$ cat src/design/sgrm_pkg.sv
// ----------------------------------------------------------------------------
// sgrm_pkg
// Types, codes and default sizes shared by the ring mailbox modules.
// ----------------------------------------------------------------------------
package sgrm_pkg;

  localparam int RING_DEPTH_DEFAULT = 256;
  localparam int SEM_COUNT_DEFAULT  = 16;

  localparam int SEM_IDX_W  = 4;
  localparam int CAP_LOG2_W = 4;
  localparam int LINE_W     = 5;
  localparam int WORD_W     = 32;
  localparam int CFG_DATA_W = 5;
  localparam int CFG_IDX_W  = 2;

  localparam logic [CAP_LOG2_W-1:0] CAP_LOG2_RESET = 4'd8;

  localparam logic [CFG_IDX_W-1:0] CFG_CAP_LOG2    = 2'd0;
  localparam logic [CFG_IDX_W-1:0] CFG_GUARD_SEM   = 2'd1;
  localparam logic [CFG_IDX_W-1:0] CFG_NOTIFY_CHAN = 2'd2;
  localparam logic [CFG_IDX_W-1:0] CFG_NOTIFY_LINE = 2'd3;

  typedef enum logic [2:0] {
    CMD_PRODUCE = 3'd0,
    CMD_CONSUME = 3'd1,
    CMD_TAKE    = 3'd2,
    CMD_RELEASE = 3'd3,
    CMD_PROBE   = 3'd4,
    CMD_INIT    = 3'd5
  } cmd_t;

  typedef enum logic [1:0] {
    STAT_OK      = 2'd0,
    STAT_BUSY    = 2'd1,
    STAT_NO_DATA = 2'd2
  } status_t;

  typedef struct packed {
    logic                 valid;
    cmd_t                 cmd;
    logic [SEM_IDX_W-1:0] sidx;
    logic [SEM_IDX_W-1:0] guard;
  } sem_req_t;

  typedef struct packed {
    logic sel_locked;
    logic guard_locked;
  } sem_stat_t;

endpackage

$ cat src/design/sgrm_sem_bank.sv
// ----------------------------------------------------------------------------
// sgrm_sem_bank
// Bank of hardware semaphores with take, release and probe.
// ----------------------------------------------------------------------------
module sgrm_sem_bank import sgrm_pkg::*; #(
  parameter int SEM_COUNT = SEM_COUNT_DEFAULT
) (
  input  logic      clk,
  input  logic      rst,
  input  sem_req_t  req,
  output sem_stat_t stat
);

  // Only semaphores reachable by a 4-bit index get storage.
  localparam int IDX_SPAN = 1 << SEM_IDX_W;
  localparam int LOCK_W   = (SEM_COUNT < IDX_SPAN) ? SEM_COUNT : IDX_SPAN;

  logic [LOCK_W-1:0]   lock_bits;
  logic [LOCK_W-1:0]   lock_bits_next;
  logic [IDX_SPAN-1:0] lock_view;

  // A semaphore that does not exist reads as permanently locked.
  for (genvar i = 0; i < IDX_SPAN; i++) begin : g_view
    if (i < LOCK_W) begin : g_real
      assign lock_view[i] = lock_bits[i];
    end else begin : g_missing
      assign lock_view[i] = 1'b1;
    end
  end

  assign stat.sel_locked   = lock_view[req.sidx];
  assign stat.guard_locked = lock_view[req.guard];

  always_comb begin
    lock_bits_next = lock_bits;
    for (int i = 0; i < LOCK_W; i++) begin
      if (req.valid && req.sidx == SEM_IDX_W'(i)) begin
        if (req.cmd == CMD_TAKE) begin
          lock_bits_next[i] = 1'b1;
        end else if (req.cmd == CMD_RELEASE) begin
          lock_bits_next[i] = 1'b0;
        end
      end
    end
  end

  always_ff @(posedge clk) begin
    if (rst) begin
      lock_bits <= '0;
    end else begin
      lock_bits <= lock_bits_next;
    end
  end

endmodule

$ cat config.mk
export PLATFORM = sky130hd
export DESIGN_NAME = sgrm_sem_bank
export DESIGN_NICKNAME = d
export VERILOG_FILES = /design/src/design/sgrm_pkg.sv /design/src/design/sgrm_sem_bank.sv
export SDC_FILE = /design/constraint.sdc
export NUM_CORES = 1
export LEC_CHECK = 0
export ABC_AREA = 0
export BUFFER_PORTS_ARGS = -buffer_cell sky130_fd_sc_hd__buf_4
export CAP_MARGIN = 40
export CORE_MARGIN = 2
export CORE_UTILIZATION = 39
export CTS_CLUSTER_SIZE = 24
export DETAILED_ROUTE_END_ITERATION = 8
export PLACE_DENSITY = 0.56
export SYNTH_ARGS = -nofsm -noshare
export SYNTH_HDL_FRONTEND = slang
export SYNTH_SLANG_ARGS = --single-unit
$ cat constraint.sdc
create_clock -name clk -period 1.61 [get_ports clk]
set_clock_uncertainty 0.05 [all_clocks]
set_input_delay 0.161 -clock clk [delete_from_list [all_inputs] [get_ports clk]]
set_output_delay 0.161 -clock clk [all_outputs]
set_load 0.005 [all_outputs]
# Word-level counts from Yosys, hierarchy flattened
# Index checks and enable logic that the tools add are counted.
word_totals:
  inputBits: 14
  register_bits: 16
classes:
  n_eq_ne: 17
  order_cmp: 2
  muxes: 6
  n_reduce_logical: 34
ops:
  columns: ["operator", "n"]
  rows:
  - ["== test 4 bit (second input constant)", 8]
  - ["AND reduction 2 bit", 16]
  - ["== test 4 x 3 -> 1 bit (second input constant)", 4]
  - ["logical AND 1 bit", 16]
  - ["< comparator 4 x 5 -> 1 bit (second input constant)", 2]
  - ["binary-select mux 1 bit (select 4 bit)", 2]
  - ["== test 4 x 2 -> 1 bit (second input constant)", 2]
  - ["== test 3 x 2 -> 1 bit (second input constant)", 2]
  - ["== test 4 x 1 -> 1 bit (second input constant)", 1]
  - ["zero test 4 bit", 1]
  - ["2-to-1 mux 1 bit", 4]
  - ["nonzero test 2 bit", 1]

# Logic depth before layout (Yosys ltp)
# Gate-level depths: netlist of run 1.
logic_depth:
  ltp_word: 3
  ltp_mapped: 5
  depth_no_buf: 3

# Worst setup path before layout of run 1
# Ideal clock, no wire load.
synth_timing:
  path_kind: "input-to-output"
  start: "input req[4] (netlist bit)"
  end: "output stat[1] (netlist bit)"
  path_buffers: 1
  stages: 4
  path_slack_ns: 0.365
  required_time_ns: 1.399
  arrival_ns: 1.034
  path_cell_list: "buf_6 > mux4_1 > mux2i_1 > mux2i_1"
synth_rtl:
  columns: ["item", "line_no", "rtl"]
  rows:
  - ["start: declaration", "sgrm_sem_bank.sv:10", "input sem_req_t req,"]
  - ["end: declaration", "sgrm_sem_bank.sv:11", "output sem_stat_t stat"]

==> metrics.md, run 1 <==
| Metric | Value |
|---|---|
| CP Cell Sequence | mux4_2, mux2i_1, mux2i_1, buf_4 |
| Leak pwr | 0.369 nW |
| ANT cells | 0 |
| Clk sinks | 16 |
| Worst Tran Pin Value | 0.489 ns |
| Top Registers | lock_bits x16 |
| Final setup violation count | 2 |
| First-pass GRT wire length | 3430 µm |
| WP data arrival | 1.46 ns |
| Postcts setup bufs | 0 |
| CP top delay family | multiplexers |
| Die height | 53.8 µm |
| Max VDD drop | 0.545 mV |
| Global placer's final weighted congestion | 0.770 |
| Hold WC Path Type | primary input to flop |
| Skew-Pair Late Insertion Delay | 0.29 ns |
| GRT Util Overall | 0.170 |
| Post-route ant nets | 0 |
| First-pass DRT Iterations | 4 |
| H-tree depth | 1 |
| Syn_area_per_cell | 11.7 µm² |
| Count of cell types in the netlist | 17 |
| Proportion of layout cells with a drive suffix above 1 | 0.427 |
| Sequential Power Share | 0.521 |
| Area Overhead vs Synth | 11.4% |
| DRC errors left | 0 |
| Final Max Tran Viols | 0 |
| Antenna violations before repair | 0 |
| Longest Clk Path Bufs | 2 |
| # fillers | 229 |
| CTS clk-pin slew, worst paths | 0.10 ns |
| IO Pins | 16 |
| Detailed Place HPWL | 1510 µm |
| # nets final | 104 |
| Comb pwr share | 0.132 |
| Internal | 0.583 mW |
| Die ar. | 0.00289 mm² |
| Minimum clock period | 1.67 ns |
| Crit-path max FO | 3 |
| Yosys top cell area share | 0.331 |
| Die W | 53.8 µm |
| Cells after Synth | 83 |
| Hold Fails Final Rpt | 0 |
| Core Rows | 18 |
| Pwr Total | 0.768 mW |
| Final Cycle Share | 1.04 |
| Switching share of power | 0.241 |
| CP Launch Type | flop |
| WL/cell | 17.4 µm |
| Starting Density | 0.401 |
| Failing checks | setup timing |
| Max reg flops | 16 |
| Worst path required time | 1.40 ns |
| RSZ-0062 raised after global routing | true |
| GRT Residual Overflow | 0 |
| Largest net degree at the start of global routing | 17 |
| Cts bufs inserted | 3 |
| Slowest CP cell | mux4_2 |
| Fmax | 599 MHz |
| Total wire length | 2070 µm |
| Multi-input logic area | 563 µm² |
| Max stage delay on crit path | 0.46 ns |
| Reg with most FFs | lock_bits |
| Power Density | 713 mW/mm² |
| Reg area | 328 µm² |
| Max-Cap Viols | 0 |
| Non-filler instance count after layout | 119 |
| WS Path Type | flop to output pin |
| Syn_nets | 97 |
| Number of synthesized register bits | 16 |
| Clock Power Share | 0.346 |
| Vias/cell | 6.18 |
| CP Capture Type | output pin |
| Largest cells by area after synthesis | dfxtp_1, mux4_2, a311oi_1, a21oi_1, mux2i_1 |
| DR iter-0 viols | 8 |
| CTS root buf | clkbuf_4 |
| Core ar. | 0.00241 mm² |
| Synth warnings | 0 |
| Vias in the first global route | 734 |
| Placed cell count | 115 |
| Crit path top cell by count | mux2i_1 |
| Synth area leader | dfxtp_1 |
| CTS tree | built |
| Sw power | 0.185 mW |
| Final WS setup | -0.0589 ns |
| Netlist Area Pre-Place | 967 µm² |
| Via count | 735 |
| Register area share after synthesis | 0.331 |
| CP Buf/Inv Count | 1 |
| Max_slew headroom | 0.673 |
| Outcome | complete, but fails checks |
| Count of port buffers added during placement | 15 |
## final timing paths
| check | from | slack, ns | cells after the start | to |
|---|---|---|---|---|
| hold / removal | rst | 0.12 | 2 | lock_bits[15] |
| setup / recovery | lock_bits[8] | -0.06 | 4 | stat[1] |
| setup reg to reg | lock_bits[0] | 0.79 | 2 | lock_bits[0] |
| hold reg to reg | lock_bits[10] | 0.49 | 2 | lock_bits[10] |
## cells in the final DEF, fill, tap and decap left out
cell type / n
a21oi_1: 16
a311oi_1: 16
and3_1: 1
and3b_1: 2
and4b_2: 1
and4bb_2: 2
buf_4: 15
clkbuf_4: 3
clkbuf_8: 1
dfxtp_1: 10
dfxtp_2: 6
mux2i_1: 6
mux4_2: 8
nor3b_4: 1
nor4b_4: 1
## kinds of logic (layout without fill, tap and decap cells)
family,after synthesis,in the layout,share of synthesized area
multiplexers,14,14,0.252
AND/OR/NAND/NOR,8,8,0.106
buffers and inverters,13,19,0.0828
AO/OA/AOI/OAI,32,32,0.228
flip-flops,16,16,0.331
## Yosys cell counts
cell type / count
buf_2: 4
and3b_1: 2
and3_1: 1
buf_1: 2
and4b_2: 1
a21oi_1: 16
buf_4: 3
nor3b_4: 1
mux4_2: 7
a311oi_1: 16
mux2i_1: 6
and4bb_2: 2
mux4_1: 1
clkbuf_1: 2
nor4b_4: 1
dfxtp_1: 16
buf_6: 2
## metrics by stage
| stage | area (µm²) | setup slack (ns) | utilization | setup TNS (ns) | hold WS (ns) |
|---|---|---|---|---|---|
| 2_1_floorplan | 967 | 0.365 | - | 0 | 0.335 |
| 3_3_place_gp | 1040 | 0.176 | 0.430 | 0 | 0.418 |
| 3_5_place_dp | 1040 | 0.157 | 0.430 | 0 | 0.423 |
| 4_1_cts | 1080 | -0.0767 | 0.447 | -0.145 | 0.102 |
| 5_1_grt | 1080 | -0.159 | 0.447 | -0.307 | 0.116 |
| 6_report | 1080 | -0.0589 | 0.447 | -0.116 | 0.117 |
## timing repair
item,4_1_cts,5_1_grt
pin swaps,0,0
gates resized for setup,7,0
hold buffers,0,0
setup endpoints to repair,2,2
## power by group through the flow
stage | registers (mW) | logic, mW | clock network [mW]
3_5_place_dp | 0.410 | 0.101 | 0
5_1_grt | 0.401 | 0.111 | 0.298
2_1_floorplan | 0.409 | 0.0677 | 0
4_1_cts | 0.401 | 0.102 | 0.275
3_3_place_gp | 0.410 | 0.0998 | 0
6_report | 0.401 | 0.102 | 0.266
## cell type report
cell class,count,share of cell area
timing repair buffer,15,0.105
multi-input combinational,54,0.523
clock buffer,4,0.0337
sequential,16,0.304
tap,30,0.0348
## metal layers
metal	up-vias	part of all wire	track usage
met5	-	0	0
met4	0	0.0073	0.0726
met3	2	0.053	0.0556
met2	17	0.44	0.248
met1	360	0.50	0.228
li1	356	-	-
No activity file was read; power rests on OpenSTA's default activity.
==> run 2, diff against run 1 <==
--- a/config.mk
+++ b/config.mk
@@ -8,11 +8,13 @@
 export ABC_AREA = 0
 export BUFFER_PORTS_ARGS = -buffer_cell sky130_fd_sc_hd__buf_4
 export CAP_MARGIN = 40
-export CORE_MARGIN = 2
+export CORE_MARGIN = 5
 export CORE_UTILIZATION = 39
 export CTS_CLUSTER_SIZE = 24
 export DETAILED_ROUTE_END_ITERATION = 8
 export PLACE_DENSITY = 0.56
+export RECOVER_POWER = 50
+export SLEW_MARGIN = 0
 export SYNTH_ARGS = -nofsm -noshare
 export SYNTH_HDL_FRONTEND = slang
 export SYNTH_SLANG_ARGS = --single-unit
==> metrics.md, run 2 (synthesized netlist as in run 1, its figures left out) <==
| Metric | Value |
|---|---|
| Outcome | complete, but fails checks (unchanged) |
| Failing checks | setup timing (unchanged) |
| Cts bufs inserted | 3 (unchanged) |
| WP data arrival | 1.46 ns (about the same) |
| Slowest CP cell | mux4_2 (unchanged) |
| Top Registers | lock_bits x16 (unchanged) |
| Hold WS | 0.106 ns (was 0.117 ns) |
| DR iter-0 viols | 37 (was 8) |
| Clk sinks | 16 (unchanged) |
| Detailed Place HPWL | 1560 µm (was 1510 µm) |
| Most frequent cells in the layout | a21oi_1, a311oi_1, buf_4 (was a21oi_1, a311oi_1, buf_4, dfxtp_1, mux4_2) |
| Final setup violation count | 2 (unchanged) |
| Skew-Pair Late Insertion Delay | 0.29 ns (about the same) |
| Vias in the first global route | 711 (was 734) |
| RSZ-0062 raised after global routing | true (unchanged) |
| Fmax | 599 MHz (about the same) |
| Final Max Tran Viols | 0 (unchanged) |
| WS Path Type | flop to output pin (unchanged) |
| Post-route ant nets | 0 (unchanged) |
| CTS tree | built (unchanged) |
| WL met2 | 968 µm (was 916 µm) |
| Max VDD drop | 0.456 mV (was 0.545 mV) |
| H-tree depth | 1 (unchanged) |
| Longest Clk Path Bufs | 2 (unchanged) |
| First-pass GRT wire length | 3620 µm (was 3430 µm) |
| CP Launch Type | flop (unchanged) |
| DRC errors left | 0 (unchanged) |
| Global placer's final weighted congestion | 0.752 (was 0.770) |
| Met3 wire len | 136 µm (was 109 µm) |
| Internal | 0.582 mW (was 0.583 mW) |
| Minimum clock period | 1.67 ns (about the same) |
| Proportion of layout cells with a drive suffix above 1 | 0.433 (was 0.427) |
| Antenna violations before repair | 0 (unchanged) |
| CTS clk-pin slew, worst paths | 0.10 ns (about the same) |
| Largest net degree at the start of global routing | 17 (unchanged) |
| CP Capture Type | output pin (unchanged) |
| Sw power | 0.192 mW (was 0.185 mW) |
| Hold buffers post-CTS | 0 (unchanged) |
| # nets final | 105 (was 104) |
| Die ar. | 0.00358 mm² (was 0.00289 mm²) |
| Max stage delay on crit path | 0.45 ns (was 0.46 ns) |
| GRT Residual Overflow | 0 (unchanged) |
| Final WS setup | -0.0608 ns (was -0.0589 ns) |
| ANT cells | 0 (unchanged) |
| GRT Util Overall | 0.137 (was 0.170) |
| Clock Power Share | 0.353 (was 0.346) |
| Reg with most FFs | lock_bits (unchanged) |
| Crit path top cell by count | mux2i_1 (unchanged) |
| CTS root buf | clkbuf_4 (unchanged) |
| Worst Tran Pin Value | 0.455 ns (was 0.489 ns) |
| Leak pwr | 0.375 nW (was 0.369 nW) |
| First-pass DRT Iterations | 4 (unchanged) |
| Pwr Total | 0.775 mW (was 0.768 mW) |
| Highest Signal Layer | met4 (unchanged) |
| Die W | 59.8 µm (was 53.8 µm) |
| Core Rows | 18 (unchanged) |
| Starting Density | 0.398 (was 0.401) |
| Switching share of power | 0.248 (was 0.241) |
| Die height | 59.8 µm (was 53.8 µm) |
| Count of port buffers added during placement | 15 (unchanged) |
| Power Density | 715 mW/mm² (was 713 mW/mm²) |
| DP Area | 0.00104 mm² (unchanged) |
| Comb pwr share | 0.130 (was 0.132) |
| Area Overhead vs Synth | 12.0% (was 11.4%) |
| Final Cycle Share | 1.04 (about the same) |
| Max-Cap Viols | 0 (unchanged) |
| Via count | 742 (was 735) |
| Worst path required time | 1.40 ns (about the same) |
| Vias/cell | 6.18 (about the same) |
| Max_slew headroom | 0.695 (was 0.673) |
| Hold WC Path Type | primary input to flop (unchanged) |
| Sequential Power Share | 0.517 (was 0.521) |
| IO Pins | 16 (unchanged) |
| WL/cell | 17.9 µm (was 17.4 µm) |
| Crit-path max FO | 3 (unchanged) |
| Cell area after layout | 0.00108 mm² (about the same) |
| Wl on met1 | 1010 µm (was 1030 µm) |
| Total wire length | 2150 µm (was 2070 µm) |
| Max reg flops | 16 (unchanged) |
| Hold Fails Final Rpt | 0 (unchanged) |
| CP Cell Sequence | mux4_2, mux2i_1, mux2i_1, buf_4 (unchanged) |
| Core ar. | 0.00243 mm² (was 0.00241 mm²) |
[run 2: cell type report]
cell class	instances	area (µm²)
Tap cell	30	37.5
Sequential cell	16	330
Fill cell	240	1350
Clock buffer	4	36.3
Timing Repair Buffer	16	116
Multi-Input combinational cell	54	563
[run 2: what timing repair did]
| item | in CTS | in global routing |
|---|---|---|
| hold endpoints to repair | 0 | 0 |
| resized for setup | 9 | 0 |
| gates cloned | 0 | 0 |
| endpoints found under the setup margin | 2 | 2 |
| buffers inserted | 1 | 0 |
[run 2: stage by stage]
step / setup TNS [ns] / std cells / util / worst slack, ns
final: -0.121 / 120 / 0.445 / -0.0608
after global routing: -0.351 / 120 / 0.445 / -0.183
after CTS: -0.169 / 120 / 0.447 / -0.0847
after detailed placement: 0 / 115 / 0.426 / 0.145
after global placement: 0 / 115 / 0.426 / 0.166
after floorplan: 0 / 83 / - / 0.365
[run 2: path summary, 6_finish.rpt]
check,depth (start not counted),slack [ns],start,endpoint
worst max-delay path,4,-0.06,lock_bits[4],stat[1]
worst min-delay path,2,0.11,rst,lock_bits[0]
worst max register to register,3,0.75,lock_bits[7],lock_bits[7]
worst min register to register,2,0.49,lock_bits[6],lock_bits[6]
[run 2: critical path: cells and delay by family (launching register included)]
| family | cells | cell delay, ns |
|---|---|---|
| flip-flops | 1 | 0.35 |
| multiplexers | 3 | 0.69 |
| buffers and inverters | 1 | 0.14 |
[run 2: metal layers]
metal | GRT usage | vias to the layer above
met5 | 0 | -
met4 | 0.0443 | 0
met3 | 0.0454 | 4
met2 | 0.204 | 22
met1 | 0.185 | 357
li1 | - | 359
[run 2: power groups by stage]
stage	Sequential [mW]	Combinational, mW	Clock, mW
global route	0.401	0.109	0.308
floorplan	0.409	0.0677	0
CTS	0.401	0.102	0.284
finish	0.401	0.100	0.274
global placement	0.410	0.0984	0
detailed placement	0.410	0.101	0
